File: config.mk
export PLATFORM = sky130hd
export DESIGN_NAME = tcw_attr
export DESIGN_NICKNAME = d
export VERILOG_FILES = /design/src/hdl/tcw_pkg.sv /design/src/hdl/tcw_attr.sv
export SDC_FILE = /design/constraint.sdc
export NUM_CORES = 1
export LEC_CHECK = 0
export ABC_AREA = 0
export BUFFER_PORTS_ARGS = -buffer_cell sky130_fd_sc_hd__clkbuf_2
export CAP_MARGIN = 10
export CORE_MARGIN = 2
export CORE_UTILIZATION = 50
export DETAILED_ROUTE_END_ITERATION = 10
export PLACE_DENSITY = 0.74
export REMOVE_ABC_BUFFERS = 1
export SLEW_MARGIN = 20
export SYNTH_ARGS = -nofsm -noshare
export SYNTH_HDL_FRONTEND = slang
export SYNTH_SLANG_ARGS = --single-unit
File: constraint.sdc
create_clock -name clk -period 4.9 [get_ports clk]
set_input_delay 0.49 -clock clk [delete_from_list [all_inputs] [get_ports clk]]
set_output_delay 0.49 -clock clk [all_outputs]
set_load 0.05 [all_outputs]
File: src/hdl/tcw_pkg.sv
// shared constants, codes and types of the text console writer
package tcw_pkg;

  // screen geometry
  localparam int ROWS       = 25;
  localparam int COLS       = 80;
  localparam int CELLS      = ROWS * COLS;
  localparam int COPY_CELLS = (ROWS - 1) * COLS;

  // internal widths
  localparam int ADDR_W = $clog2(CELLS);
  localparam int ROW_W  = $clog2(ROWS);
  localparam int COL_W  = $clog2(COLS);

  // port field widths
  localparam int POS_W  = 11;
  localparam int OROW_W = 5;
  localparam int OCOL_W = 7;
  localparam int IDX_W  = 11;
  localparam int CELL_W = 16;
  localparam int BYTE_W = 8;

  // cell and attribute constants
  localparam logic [CELL_W-1:0] BLANK_CELL = 16'h0700;
  localparam logic [CELL_W-1:0] KEEP_BG    = 16'hF000;
  localparam logic [CELL_W-1:0] KEEP_FG    = 16'h0F00;

  // byte codes
  localparam logic [BYTE_W-1:0] CODE_BG_FG   = 8'h03;
  localparam logic [BYTE_W-1:0] CODE_FG      = 8'h04;
  localparam logic [BYTE_W-1:0] CODE_BG      = 8'h05;
  localparam logic [BYTE_W-1:0] CODE_NEWLINE = 8'h0A;

  typedef enum logic [1:0] {
    OP_PUT   = 2'd0,
    OP_READ  = 2'd1,
    OP_CLEAR = 2'd2,
    OP_NONE  = 2'd3
  } opcode_t;

  typedef enum logic [2:0] {
    ESC_IDLE       = 3'd0,
    ESC_FG         = 3'd1,
    ESC_BG         = 3'd2,
    ESC_BG_THEN_FG = 3'd3,
    ESC_FG_LAST    = 3'd4
  } esc_state_t;

  typedef enum logic [1:0] {
    SW_IDLE,
    SW_COPY,
    SW_DRAIN,
    SW_FILL
  } sweep_phase_t;

  typedef enum logic [2:0] {
    ST_BOOT,
    ST_BOOT_WAIT,
    ST_IDLE,
    ST_READ,
    ST_SWEEP
  } top_state_t;

  // request to the sweep unit
  typedef struct packed {
    logic go;
    logic scroll;
  } sweep_cmd_t;

  // one access to the screen store
  typedef struct packed {
    logic              rd_en;
    logic [ADDR_W-1:0] rd_addr;
    logic              wr_en;
    logic [ADDR_W-1:0] wr_addr;
    logic [CELL_W-1:0] wr_data;
  } ram_req_t;

  // put or clear request to the attribute unit
  typedef struct packed {
    logic              put;
    logic              clr;
    logic [BYTE_W-1:0] data;
    logic              end_call;
  } attr_req_t;

endpackage

File: src/hdl/tcw_attr.sv
// color attribute register and escape decoder
module tcw_attr import tcw_pkg::*; (
  input  logic              clk,
  input  logic              rst_n,
  input  attr_req_t         req,
  output logic [CELL_W-1:0] attr_cur,
  output logic [CELL_W-1:0] attr_nxt,
  output logic              text
);

  esc_state_t        esc_r, esc_nxt;
  logic [CELL_W-1:0] attr_r;
  logic [BYTE_W-1:0] digit;

  // hex digit value, raw byte for anything else
  function automatic logic [BYTE_W-1:0] digit_value(input logic [BYTE_W-1:0] b);
    logic [BYTE_W-1:0] v;
    v = b;
    if (b >= "0" && b <= "9") begin
      v = b - 8'(48);
    end else if (b >= "a" && b <= "f") begin
      v = b - 8'(87);
    end else if (b >= "A" && b <= "F") begin
      v = b - 8'(55);
    end
    return v;
  endfunction

  assign digit    = digit_value(req.data);
  assign attr_cur = attr_r;

  // escape decode and attribute update
  always_comb begin
    esc_nxt  = esc_r;
    attr_nxt = attr_r;
    text     = 1'b0;
    if (req.clr) begin
      esc_nxt  = ESC_IDLE;
      attr_nxt = BLANK_CELL;
    end else if (req.put) begin
      unique case (esc_r)
        ESC_FG, ESC_FG_LAST: begin
          attr_nxt = (attr_r & KEEP_BG) + {digit, 8'h00};
          esc_nxt  = ESC_IDLE;
        end
        ESC_BG: begin
          attr_nxt = (attr_r & KEEP_FG) + {digit[3:0], 12'h000};
          esc_nxt  = ESC_IDLE;
        end
        ESC_BG_THEN_FG: begin
          attr_nxt = (attr_r & KEEP_FG) + {digit[3:0], 12'h000};
          esc_nxt  = ESC_FG_LAST;
        end
        default: begin
          if (req.data == CODE_BG_FG) begin
            esc_nxt = ESC_BG_THEN_FG;
          end else if (req.data == CODE_FG) begin
            esc_nxt = ESC_FG;
          end else if (req.data == CODE_BG) begin
            esc_nxt = ESC_BG;
          end else begin
            text = 1'b1;
          end
        end
      endcase
      if (req.end_call) begin
        esc_nxt = ESC_IDLE;
      end
    end
  end

  // state registers
  always_ff @(posedge clk) begin
    if (!rst_n) begin
      esc_r  <= ESC_IDLE;
      attr_r <= BLANK_CELL;
    end else begin
      esc_r  <= esc_nxt;
      attr_r <= attr_nxt;
    end
  end

  // the second escape digit only follows a combined code
  assert property (@(posedge clk) disable iff (!rst_n)
    esc_r == ESC_FG_LAST |-> $past(esc_r) == ESC_BG_THEN_FG || $past(esc_r) == ESC_FG_LAST)
    else $error("foreground-last state entered without combined code");

  // a clear always leaves the default attribute and an idle decoder
  assert property (@(posedge clk) disable iff (!rst_n)
    req.clr |=> attr_r == BLANK_CELL && esc_r == ESC_IDLE)
    else $error("clear did not restore attribute");

endmodule

==> out/metrics.csv <==
stage;metric;value;unit
outcome;run status;finished clean;
place;IO buf count;45;
setup_path;Setup crit end kind;output port;
layout;Area Overhead vs Synth;16.97;%
route;# DRC;0;
setup_path;capture point of the worst reg-to-reg path;attr_cur[14]$_SDFF_PN0_;
yosys;#FFs+latches synth;19;
yosys;Syn Inst Count;197;
setup_path;Reg2Reg Launch Point;attr_cur[12]$_SDFF_PN0_;
yosys;Synth Cell Area;0.001585;mm^2
yosys;ys async rst share;0;%
sta;final hold vios;0;
yosys;Cell variety after synth;53;
floorplanning;# IOs;46;
cts;post-cts resize count;0;
route;1st-pass router iterations;4;
setup_path;Register-to-Register Path Depth;9;
job;Max-Cap Viols;0;
power_and_ir_drop;Flop pwr share;53.3;%
sta;Worst-Margin Slew;513.5;ps
place;RePlAce Congestion;0.8682;
route;violation count after the first detailed-route iteration;75;
floorplanning;Die Height;60.31;um
yosys;number of synthesized flops with an enable pin;0;
cts;clk slew on worst S/H paths;90;ps
place;placed cell area;0.001828;mm^2
floorplanning;Core Region;0.003028;mm^2
power_and_ir_drop;pwr dens;156.2;mW/mm^2
sta;unrepaired setup endpoints after global routing;no;
setup_path;origin of the worst setup path;req[2];
sta;Slew headroom;65.48;%
yosys;Ys Warns;0;
layout;Layout Nets;264;
sta;minimum clock period;4531;ps
sta;Max Slew Vio Count;0;
cts;Setup Fix Bufs, Post-CTS;0;
sta;Setup violations, final;0;
min_path;Hold Path Class;flop to flop;
route;Via density;5.399;
layout;layout cells sized above 1;27.00;%
power_and_ir_drop;Int Pwr;0.2072;mW
yosys;Syn Area/Cell;8.047;um^2
grt;Total GRT Usage;21.28;%
route;post-route ant nets;0;
min_path;HP Start;attr_cur[3]$_SDFF_PN0_;
sta;setup TNS;0;ps
cts;CTS tree;built;
yosys;top-count cell post-synth;nand2_1;
floorplanning;Horiz. Die Dim;60.31;um
cts;Max clock buf depth;2;
power_and_ir_drop;Pleak;0.8349;nW
power_and_ir_drop;Worst VDD drop;0.1316;mV
setup_path;startpoint types;input port;
sta;clk_skew;6.099;ps
layout;n_diodes;0;
grt;vias in the first global route;1275;
power_and_ir_drop;Switching Power;0.08243;mW
setup_path;worst-path maximum fanout;10;
yosys;post-synthesis sequential area ratio;23.99;%
yosys;post-synth top area share;23.99;%
cts;CTS Hold Bufs;0;
layout;final core occ;61.24;%
yosys;Yosys top cell by area;dfxtp_1;
power_and_ir_drop;Clock Power Share;26.0;%
cts;number of H-tree levels;1;
power_and_ir_drop;Switching Fraction;28.46;%
setup_path;Worst EP required;4410;ps
grt;first-pass GRT wire length;5899;um
setup_path;Critical path destination;attr_nxt[14];
layout;post-route cell area;0.001854;mm^2
floorplanning;Cell Rows;20;
route;Via Count;1517;
setup_path;Reg2Reg Setup Slack;2630;ps
route;Total Wirelength;3740;um
setup_path;Crit path arrival time;4040;ps
cts;Root Driver;clkbuf_4;
floorplanning;die area;0.003637;mm^2
grt;initial antenna violation count;0;
cts;Worst-Skew Late Latency;290;ps
floorplanning;Initial Util;52.36;%
grt;largest net degree at the start of global routing;18;
sta;final worst-path cycle share;92.47;%
sta;highest achievable clock rate;220.7;MHz
power_and_ir_drop;Comb power frac;20.7;%
yosys;Synth area leaders;dfxtp_1, ha_1, nand2_1;
yosys;ys flop type;dfxtp_1;
grt;GRT overflow;0;
yosys;Post-synth top cells;nand2_1, dfxtp_1, a21oi_1, nor2_1, ha_1;
setup_path;WS Path Type;input port to output port;
cts;TritonCTS Buffers;3;
place;DPL Wire Length;2957;um
route;WL/cell;13.31;um
cts;total clock sinks;19;
-- layout by cell type (no fill, tap or decap), types with 3 or more instances in the layout --
cell       synthesis  routed
a22oi_1            3       3
a21oi_1           13      13
dfxtp_1           19      19
o21ai_1            3       3
xor2_1             3       3
nand2b_1           5       5
nor3_1             3       3
xnor2_1            6       6
clkbuf_2           0      45
inv_1             10      10
ha_1              12      12
and2_1            11      11
o2111ai_1          3       3
and3_1            10      10
nand2_1           22      22
nor2_1            13      13
clkbuf_4           0       3
nand3_1            5       5
o21ai_0            6       6
-- power by group through the flow --
stage          combinational, mW  clock [mW]  sequential (mW)
2_1_floorplan             0.0355           0            0.158
3_3_place_gp              0.0595           0            0.158
3_5_place_dp              0.0594           0            0.158
4_1_cts                   0.0599      0.0786            0.154
5_1_grt                   0.0664      0.0865            0.154
6_report                  0.0599      0.0754            0.154
-- routing by layer --
| layer | vias to the layer above | track usage [%] | routed length [um] |
|---|---|---|---|
| li1 | 782 | - | - |
| met1 | 699 | 31.71 | 1842 |
| met2 | 34 | 32.76 | 1730 |
| met3 | 2 | 3.896 | 154 |
| met4 | 0 | 2.857 | 12 |
| met5 | - | 0 | 0 |
-- cells by family (layout without fill, tap and decap cells) --
| family | after synthesis | count (layout) | synth area share (%) |
|---|---|---|---|
| and+or+nand+nor | 85 | 85 | 28.73 |
| AOI/OAI and AO/OA | 48 | 48 | 24.15 |
| DFF | 19 | 19 | 23.99 |
| buffers and inverters | 19 | 59 | 4.735 |
| adders and majority gates | 13 | 13 | 10.73 |
| xor gates and xnor gates | 9 | 9 | 4.973 |
| muxes | 4 | 4 | 2.683 |
-- area by class of cell --
type / instances / area (um^2)
Tap cell: 44 / 55.05
Sequential cell: 19 / 380.4
Fill cell: 292 / 1174
Inverter: 10 / 37.54
Timing Repair Buffer: 45 / 225.2
Clock buffer: 4 / 26.28
Multi-Input combinational cell: 159 / 1130
-- worst max-delay path, cell delays in order --
cell and delay [ps]:
clkbuf_2 190, inv_1 90, ha_1 250, nand2b_1 190, nor4_2 400, o32ai_2 220
nand2_1 100, nand2_1 60, xnor2_1 170, ha_1 190, inv_1 50, fa_1 370
xor2_1 190, a21oi_1 90, or3b_2 440, a32oi_1 200, nand2_1 100, clkbuf_2 250
-- how the worst min path moves through the flow --
| stage | end | slack (ps) | cells past startpoint |
|---|---|---|---|
| final | attr_cur[3]$_SDFF_PN0_ | 500 | 1 |
| after global routing | esc_r[2]$_SDFFE_PP0P_ | 510 | 4 |
| after CTS | attr_cur[3]$_SDFF_PN0_ | 500 | 1 |
| after detailed placement | attr_cur[9]$_SDFF_PN1_ | 480 | 2 |
| after global placement | attr_cur[9]$_SDFF_PN1_ | 480 | 2 |
| after floorplan | esc_r[2]$_SDFFE_PP0P_ | 570 | 2 |
-- metrics by stage --
step | setup slack, ps | cells | power, mW | hold WS [ps]
floorplan | 640.3 | 188 | 0.1935 | 571.6
global placement | 503.5 | 277 | 0.2175 | 475.7
detailed placement | 408.3 | 277 | 0.2173 | 476.8
CTS | 388.2 | 281 | 0.2928 | 499.9
global route | 160.5 | 281 | 0.3074 | 511.3
finish | 368.9 | 281 | 0.2896 | 495.6
-- sequential cells by signal (all words and copies together), names as in the netlist --
signal,cells
esc_r,3
attr_cur,16
No activity file was read; power rests on OpenSTA's default activity.
