`src/hdl/tcw_pkg.sv`:
```
// shared constants, codes and types of the text console writer
package tcw_pkg;

  // screen geometry
  localparam int ROWS       = 25;
  localparam int COLS       = 80;
  localparam int CELLS      = ROWS * COLS;
  localparam int COPY_CELLS = (ROWS - 1) * COLS;

  // internal widths
  localparam int ADDR_W = $clog2(CELLS);
  localparam int ROW_W  = $clog2(ROWS);
  localparam int COL_W  = $clog2(COLS);

  // port field widths
  localparam int POS_W  = 11;
  localparam int OROW_W = 5;
  localparam int OCOL_W = 7;
  localparam int IDX_W  = 11;
  localparam int CELL_W = 16;
  localparam int BYTE_W = 8;

  // cell and attribute constants
  localparam logic [CELL_W-1:0] BLANK_CELL = 16'h0700;
  localparam logic [CELL_W-1:0] KEEP_BG    = 16'hF000;
  localparam logic [CELL_W-1:0] KEEP_FG    = 16'h0F00;

  // byte codes
  localparam logic [BYTE_W-1:0] CODE_BG_FG   = 8'h03;
  localparam logic [BYTE_W-1:0] CODE_FG      = 8'h04;
  localparam logic [BYTE_W-1:0] CODE_BG      = 8'h05;
  localparam logic [BYTE_W-1:0] CODE_NEWLINE = 8'h0A;

  typedef enum logic [1:0] {
    OP_PUT   = 2'd0,
    OP_READ  = 2'd1,
    OP_CLEAR = 2'd2,
    OP_NONE  = 2'd3
  } opcode_t;

  typedef enum logic [2:0] {
    ESC_IDLE       = 3'd0,
    ESC_FG         = 3'd1,
    ESC_BG         = 3'd2,
    ESC_BG_THEN_FG = 3'd3,
    ESC_FG_LAST    = 3'd4
  } esc_state_t;

  typedef enum logic [1:0] {
    SW_IDLE,
    SW_COPY,
    SW_DRAIN,
    SW_FILL
  } sweep_phase_t;

  typedef enum logic [2:0] {
    ST_BOOT,
    ST_BOOT_WAIT,
    ST_IDLE,
    ST_READ,
    ST_SWEEP
  } top_state_t;

  // request to the sweep unit
  typedef struct packed {
    logic go;
    logic scroll;
  } sweep_cmd_t;

  // one access to the screen store
  typedef struct packed {
    logic              rd_en;
    logic [ADDR_W-1:0] rd_addr;
    logic              wr_en;
    logic [ADDR_W-1:0] wr_addr;
    logic [CELL_W-1:0] wr_data;
  } ram_req_t;

  // put or clear request to the attribute unit
  typedef struct packed {
    logic              put;
    logic              clr;
    logic [BYTE_W-1:0] data;
    logic              end_call;
  } attr_req_t;

endpackage

```
`src/hdl/tcw_sweep.sv`:
```
// address sequencer that copies rows up for a scroll and fills cells with blanks
module tcw_sweep import tcw_pkg::*; (
  input  logic              clk,
  input  logic              rst_n,
  input  sweep_cmd_t        cmd,
  input  logic [CELL_W-1:0] rd_data,
  output ram_req_t          ram,
  output logic              done
);

  sweep_phase_t      phase_r, phase_nxt;
  logic [ADDR_W-1:0] idx_r, idx_nxt;
  logic              cp_vld_r, cp_vld_nxt;
  logic [ADDR_W-1:0] cp_addr_r, cp_addr_nxt;

  // phase sequencing and store port drive
  always_comb begin
    phase_nxt   = phase_r;
    idx_nxt     = idx_r;
    cp_vld_nxt  = 1'b0;
    cp_addr_nxt = cp_addr_r;
    done        = 1'b0;
    ram.rd_en   = 1'b0;
    ram.rd_addr = idx_r + ADDR_W'(COLS);
    ram.wr_en   = 1'b0;
    ram.wr_addr = idx_r;
    ram.wr_data = BLANK_CELL;
    // copy write follows its read in the next cycle
    if (cp_vld_r) begin
      ram.wr_en   = 1'b1;
      ram.wr_addr = cp_addr_r;
      ram.wr_data = rd_data;
    end
    unique case (phase_r)
      SW_IDLE: begin
        if (cmd.go) begin
          idx_nxt   = '0;
          phase_nxt = cmd.scroll ? SW_COPY : SW_FILL;
        end
      end
      SW_COPY: begin
        ram.rd_en   = 1'b1;
        cp_vld_nxt  = 1'b1;
        cp_addr_nxt = idx_r;
        if (idx_r == ADDR_W'(COPY_CELLS - 1)) begin
          idx_nxt   = ADDR_W'(COPY_CELLS);
          phase_nxt = SW_DRAIN;
        end else begin
          idx_nxt = idx_r + 1'b1;
        end
      end
      SW_DRAIN: begin
        phase_nxt = SW_FILL;
      end
      SW_FILL: begin
        ram.wr_en   = 1'b1;
        ram.wr_addr = idx_r;
        ram.wr_data = BLANK_CELL;
        if (idx_r == ADDR_W'(CELLS - 1)) begin
          done      = 1'b1;
          phase_nxt = SW_IDLE;
        end else begin
          idx_nxt = idx_r + 1'b1;
        end
      end
      default: begin
        phase_nxt = SW_IDLE;
      end
    endcase
  end

  // sequencer registers
  always_ff @(posedge clk) begin
    if (!rst_n) begin
      phase_r  <= SW_IDLE;
      cp_vld_r <= 1'b0;
    end else begin
      phase_r  <= phase_nxt;
      cp_vld_r <= cp_vld_nxt;
    end
  end

  always_ff @(posedge clk) begin
    idx_r     <= idx_nxt;
    cp_addr_r <= cp_addr_nxt;
  end

  // writes stay inside the store
  assert property (@(posedge clk) disable iff (!rst_n)
    ram.wr_en |-> ram.wr_addr < ADDR_W'(CELLS))
    else $error("sweep write beyond store");

  // copy reads never reach past the last row
  assert property (@(posedge clk) disable iff (!rst_n)
    ram.rd_en |-> ram.rd_addr < ADDR_W'(CELLS))
    else $error("sweep read beyond store");

  // a pending copy write never collides with a fill write
  assert property (@(posedge clk) disable iff (!rst_n)
    cp_vld_r |-> phase_r != SW_FILL)
    else $error("copy write overlaps fill");

endmodule

```
`config.mk`:
```
export PLATFORM = sky130hd
export DESIGN_NAME = tcw_sweep
export DESIGN_NICKNAME = d
export VERILOG_FILES = /design/src/hdl/tcw_pkg.sv /design/src/hdl/tcw_sweep.sv
export SDC_FILE = /design/constraint.sdc
export NUM_CORES = 1
export LEC_CHECK = 0
export ABC_AREA = 0
export BUFFER_PORTS_ARGS = -buffer_cell sky130_fd_sc_hd__buf_2
export CAP_MARGIN = 20
export CORE_AREA = 5 5 74 56
export CTS_BUF_LIST = sky130_fd_sc_hd__clkbuf_2 sky130_fd_sc_hd__clkbuf_4 sky130_fd_sc_hd__clkbuf_8
export CTS_CLUSTER_DIAMETER = 120
export DETAILED_ROUTE_END_ITERATION = 12
export DIE_AREA = 0 0 79 61
export GPL_TIMING_DRIVEN = 0
export PLACE_DENSITY = 0.79
export SETUP_SLACK_MARGIN = 0.5
export SLEW_MARGIN = 20
export SYNTH_ARGS = -nofsm -noshare
export SYNTH_HDL_FRONTEND = slang
export SYNTH_SLANG_ARGS = --single-unit
```
`constraint.sdc`:
```
create_clock -name clk -period 2.6 [get_ports clk]
set_input_delay 0.26 -clock clk [delete_from_list [all_inputs] [get_ports clk]]
set_output_delay 0.26 -clock clk [all_outputs]
set_load 0.005 [all_outputs]
```
==> impl_metrics.json, run 1 <==
{
  "ys_seq_area_frac": 0.454,
  "core_sq_mm": 0.00336,
  "via_count": 1246,
  "syn_to_final_growth_pct": 28.4,
  "worstPathCellList": "inv_1, ha_1, nand3_1, nor4_4, buf_2",
  "holdPathStages": 2,
  "power.leakage_nw": 0.913,
  "fin_skew_ps": 2.97,
  "io_pins": 61,
  "synth_seq_cells": 25,
  "portBuffers": 60,
  "place_congestion": 0.746,
  "dp_slack_ps": 456,
  "relSlewSlack": 0.482,
  "grt_max_degree": 17,
  "drtIter0Drc": 123,
  "seqPwrFrac": 0.380,
  "power.internal_mw": 1.35,
  "synth_nets": 175,
  "wl_per_cell_microns": 13.4,
  "power_density_mw_per_mm2": 1090,
  "r2r-end": "idx_r[1]",
  "finalCritPeriodShare": 0.763,
  "clockBufferDepth": 2,
  "grt_pass1_vias": 1118,
  "p_clk_frac": 0.104,
  "reg2reg_setup_slack_ps": 660,
  "clk_pin_slew_ps": 90,
  "setup_tns_ps": 0,
  "start_util": 0.473,
  "antenna_found_initial": 0,
  "worstHoldEndpoint": "cp_vld_r",
  "fmax_mhz": 504,
  "synth.avg_cell_area_sq_um": 10.9,
  "critical_path.top_delay_family": "flip-flops",
  "vias_per_cell": 4.94,
  "status": "completed",
  "final_util": 0.607,
  "grt_pass1_wl_microns": 5260,
  "critPathKind": "flop to output port",
  "yosysWarningCount": 0,
  "fin_total_pwr_mw": 2.22,
  "drive_above_1_share": 0.453,
  "hold_violations": 0,
  "cts_tree": "yes",
  "drtAntennaViolNets": 0,
  "grtUsageTotal": 0.141,
  "maxSlewViolCount": 0,
  "dieWidth_microns": 79,
  "required_ps": 2340,
  "drc": 0,
  "crit_slowest_cell": "edfxtp_1",
  "die-area_sq_mm": 0.00482,
  "worst_pin_slew_ps": 778,
  "startpoint": "idx_r[4]",
  "routed_wl_microns": 3370,
  "hpwlAfterDp_microns": 2590,
  "ir_drop_uv": 769,
  "syn_area_sq_mm": 0.00159,
  "drv_cap": 0,
  "dieHeight_microns": 61,
  "rows": 18,
  "hp-start": "rst_n",
  "hold_path.class": "input pin to flop",
  "p_comb_frac": 0.516,
  "diodes": 0,
  "worstSkewPairLatency_ps": 270,
  "setup_viol": 0,
  "critPathBufInv": 2,
  "drt-pass1-iter-count": 4,
  "r2r_start": "phase_r[1]",
  "cts_hold_buf": 0,
  "cpPeakStageDelay_ps": 490,
  "crit_path_end_kind": "output port",
  "layout_setup_ws_ps": 615,
  "critPathArrivalTime_ps": 1720,
  "nets": 242,
  "fin_cells": 252,
  "rr_worst_depth": 6,
  "crit_path_start_kind": "flop",
  "synth.distinct_cells": 30,
  "syn_inst": 146,
  "rsz0062_at_grt": "no",
  "cts_made_buffers": 3,
  "placedCellCount": 246,
  "p_switching_uw": 866,
  "cts-root-buf": "clkbuf_8",
  "htree_levels": 1,
  "overflow": 0,
  "cts.sinks": 25,
  "period_minus_slack_ps": 1980,
  "path_max_fanout": 6,
  "p_sw_frac": 0.390
}
-- worst max-delay path by stage --
stage	slack (ps)	cells past startpoint	endpoint
6_report	620	5	done
5_1_grt	510	5	done
4_1_cts	450	5	idx_r[9]
3_5_place_dp	460	5	idx_r[9]
3_3_place_gp	480	5	idx_r[10]
2_1_floorplan	760	4	idx_r[0]
-- synth_stat cells --
cell | number | area share
edfxtp_1 | 22 | 0.42
and2_1 | 15 | 0.059
nand2_1 | 11 | 0.026
nor2_1 | 11 | 0.026
ha_1 | 9 | 0.071
mux2_2 | 9 | 0.064
xnor2_1 | 8 | 0.044
buf_4 | 6 | 0.028
inv_1 | 6 | 0.014
o21ai_0 | 5 | 0.016
xor2_1 | 5 | 0.028
buf_2 | 4 | 0.013
a21oi_1 | 3 | 0.0095
dfxtp_1 | 3 | 0.038
nand2b_1 | 3 | 0.012
nand4_1 | 3 | 0.012
nor3_1 | 3 | 0.0095
clkbuf_1 | 2 | 0.0047
mux2i_1 | 2 | 0.013
nand3_1 | 2 | 0.0063
nand3_4 | 2 | 0.022
nor2b_1 | 2 | 0.0079
nor4_1 | 2 | 0.0079
or2_2 | 2 | 0.0079
and3_1 | 1 | 0.0039
and4_2 | 1 | 0.0063
o211ai_1 | 1 | 0.0047
o221ai_2 | 1 | 0.0095
o41ai_4 | 1 | 0.017
or3_1 | 1 | 0.0039
-- power by group through the flow --
stage | clock (mW) | sequential (mW) | combinational (mW)
CTS | 0.239 | 0.850 | 1.11
floorplan | 0 | 0.807 | 0.737
detailed placement | 0 | 0.859 | 1.10
global route | 0.252 | 0.873 | 1.27
global placement | 0 | 0.847 | 1.09
finish | 0.231 | 0.843 | 1.14
-- worst register-to-register path: stages, from the launching register on --
cell and delay [ps]:
dfxtp_1 360, inv_1 110, ha_1 670, o41ai_4 210
and2_1 200, buf_4 150, nor2b_1 110
-- state kept, by name (all words and copies together), names as in the netlist --
| signal | flops |
|---|---|
| cp_addr_r | 11 |
| idx_r | 11 |
| phase_r | 2 |
| cp_vld_r | 1 |
-- placed cells by master, fill, tap and decap left out --
master and instances:
nor3_4 1, clkinvlp_4 1, mux2_2 9, or3_1 1
buf_4 8, dfxtp_1 3, or2_2 2, edfxtp_1 22
clkbuf_1 1, nand2_1 11, xnor2_1 8, nor3_1 2
inv_1 6, nand3_4 2, and3_1 1, clkbuf_8 3
o41ai_4 1, nor4_1 1, nand4_1 3, nand2b_1 3
ha_1 9, nor2b_2 1, o211ai_1 1, a21oi_1 3
xor2_1 5, o21ai_0 5, buf_6 1, nand3_1 2
and2_1 15, nor4_4 1, nor2b_1 1, mux2i_1 2
nor2_1 11, buf_2 63, clkbuf_2 1, o221ai_2 1
and4_2 1
-- layout make-up --
type	instances	area, sq um
buffer	12	80.1
clock buffer	3	41.3
clock inverter	1	7.51
fill	291	1320
inverter	6	22.5
multi-input combinational	103	801
sequential	25	721
tap	40	50.0
timing repair buffer	62	315
-- metrics by stage --
step / hold slack, ps / area (sq um)
after CTS: 249 / 2000
after floorplan: 387 / 1590
after global routing: 287 / 2040
after global placement: 421 / 1940
after detailed placement: 427 / 1940
final: 251 / 2040
-- repair_timing --
| action | in CTS | in global routing |
|---|---|---|
| setup buffers | 0 | 2 |
| pin swaps | 0 | 1 |
| endpoints found under the setup margin | 20 | 30 |
| gates resized for setup | 2 | 6 |
-- per-layer routing --
| metal | GRT usage | share of wire |
|---|---|---|
| met4 | 0.0441 | 0.0086 |
| met3 | 0.0356 | 0.066 |
| met2 | 0.237 | 0.47 |
| met1 | 0.183 | 0.46 |
| met5 | 0 | 0 |
-- kinds of logic after synthesis --
family	count (synthesis)	synth area share
compound gates	11	0.0567
xor+xnor	13	0.0717
fa+ha+maj	9	0.0709
buf+inv	18	0.0599
flops	25	0.454
mux	11	0.0764
simple gates	59	0.210
Note: power is estimated with default switching activity, not from simulation.
==> run 2, diff against run 1 <==
==> constraint.sdc (replaced) <==
create_clock -name clk -period 1.95 [get_ports clk]
set_input_delay 0.195 -clock clk [delete_from_list [all_inputs] [get_ports clk]]
set_output_delay 0.195 -clock clk [all_outputs]
set_load 0.005 [all_outputs]
==> run 2 against run 1 <==
Against the previous run: final cell count increased by 15%; register-to-register slack got worse by 480 ps; total power rose by 100%; critical path depth stayed put; critical path type unchanged; largest power group unchanged.
==> impl_metrics.json, run 2 (synthesis results as in run 1) <==
{
  "relSlewSlack": 0.755,
  "p_comb_frac": 0.675,
  "setup_viol": 0,
  "maxSlewViolCount": 0,
  "dieWidth_microns": 79,
  "rows": 18,
  "drtAntennaViolNets": 0,
  "htree_levels": 1,
  "path_max_fanout": 5,
  "reg2reg_setup_slack_ps": 180,
  "core_sq_mm": 0.00336,
  "overflow": 0,
  "top_regs": "cp_addr_r: 11 flops, idx_r: 11 flops, phase_r: 2 flops",
  "cts_made_buffers": 3,
  "vias_per_cell": 5.28,
  "cts_tree": "yes",
  "routed_wl_microns": 5340,
  "crit_path_start_kind": "flop",
  "ir_drop_uv": 991,
  "die-area_sq_mm": 0.00482,
  "drtIter0Drc": 130,
  "finalCritPeriodShare": 0.917,
  "layout_common_cells": "50 x buf_2, 35 x buf_4, 22 x edfxtp_1, 20 x buf_6, 12 x and2_1",
  "hold_ws_ps": 172,
  "crit_path_end_kind": "output port",
  "setup_tns_ps": 0,
  "cts-root-buf": "clkbuf_8",
  "critPathKind": "flop to output port",
  "fmax_mhz": 559,
  "antenna_found_initial": 0,
  "worst_pin_slew_ps": 365,
  "status": "completed",
  "period_minus_slack_ps": 1790,
  "grtUsageTotal": 0.178,
  "dieHeight_microns": 61,
  "cts.sinks": 25,
  "hpwlAfterDp_microns": 2630,
  "nets": 280,
  "drv_cap": 0,
  "clockBufferDepth": 2,
  "clk_pin_slew_ps": 90,
  "r2r_start": "idx_r[4]",
  "power_density_mw_per_mm2": 1610,
  "drt-pass1-iter-count": 4,
  "critPathArrivalTime_ps": 1590,
  "startpoint": "phase_r[0]",
  "grt_pass1_wl_microns": 6480,
  "portBuffers": 60,
  "seqPwrFrac": 0.250,
  "worstSkewPairLatency_ps": 280,
  "rr_worst_depth": 6,
  "final_common_cell": "buf_2",
  "via_count": 1532,
  "grt_max_degree": 17,
  "syn_to_final_growth_pct": 73.2,
  "fin_skew_ps": 5.83,
  "power.internal_mw": 2.74,
  "diodes": 0,
  "p_sw_frac": 0.382,
  "p_clk_frac": 0.075,
  "io_pins": 61,
  "hold_path.class": "input pin to flop",
  "fill_cells": 178,
  "wl_per_cell_microns": 18.4,
  "r2r-end": "idx_r[4]",
  "hold_violations": 0,
  "place_congestion": 0.785,
  "rsz0062_at_grt": "yes",
  "drive_above_1_share": 0.672,
  "grt_pass1_vias": 1340,
  "cp-endpoint": "ram[18]",
  "p_switching_mw": 1.70,
  "start_util": 0.473,
  "required_ps": 1750,
  "power.leakage_nw": 1.22,
  "drc": 0
}
[run 2: power by group through the flow]
stage          sequential [mW]  clock, mW  combinational [mW]
4_1_cts                   1.09      0.317                2.22
5_1_grt                   1.13      0.359                3.18
2_1_floorplan             1.09          0                1.03
3_5_place_dp              1.15          0                1.53
3_3_place_gp              1.13          0                1.50
6_report                  1.11      0.332                2.99
[run 2: routing by layer]
layer | vias up | GRT usage | wire length (microns)
met5 | - | 0 | 0
met4 | 0 | 0.0784 | 107
met3 | 9 | 0.0371 | 339
met2 | 77 | 0.294 | 2670
met1 | 741 | 0.230 | 2220
li1 | 705 | - | -
[run 2: stage by stage]
step	area, sq um	power, mW	util	cells	setup WS [ps]
floorplan	1630	2.12	-	146	299
CTS	2380	3.63	0.710	267	184
global placement	1980	2.64	0.590	246	53.7
global route	2750	4.67	0.820	290	107
detailed placement	1980	2.68	0.590	246	28.3
finish	2750	4.43	0.820	290	162
[run 2: worst min path at each step]
stage,slack (ps),from,endpoint,depth (start not counted)
after floorplan,320,rst_n,cp_vld_r,1
after global placement,420,idx_r[7],cp_addr_r[7],0
after detailed placement,430,idx_r[6],cp_addr_r[6],0
after CTS,190,rst_n,cp_vld_r,2
after global routing,180,rst_n,cp_vld_r,2
final,170,rst_n,cp_vld_r,2
[run 2: cell type report]
class,instances,area [sq um],share of cell area
repair buffers,100,728,0.265
plain buffers,12,120,0.0437
clock buffers,4,48.8,0.0177
flip-flops and latches,25,728,0.265
well taps,40,50.0,0.0182
multi-input cells,103,1050,0.383
inverters,6,22.5,0.00819
[run 2: repair_timing]
| action | CTS | global route |
|---|---|---|
| cloned | 3 | 0 |
| hold buffers | 0 | 0 |
| endpoints found under the hold margin | 0 | 0 |
| gates resized for setup | 49 | 47 |
| pin swaps | 14 | 20 |
| endpoints found under the setup margin | 71 | 59 |
| buffers inserted | 14 | 23 |
[run 2: critical path, stage by stage, from the launching register on]
cell and delay, ps:
dfxtp_4 370, ha_4 170, nor2b_4 160, buf_6 170, mux2_4 310, buf_6 120
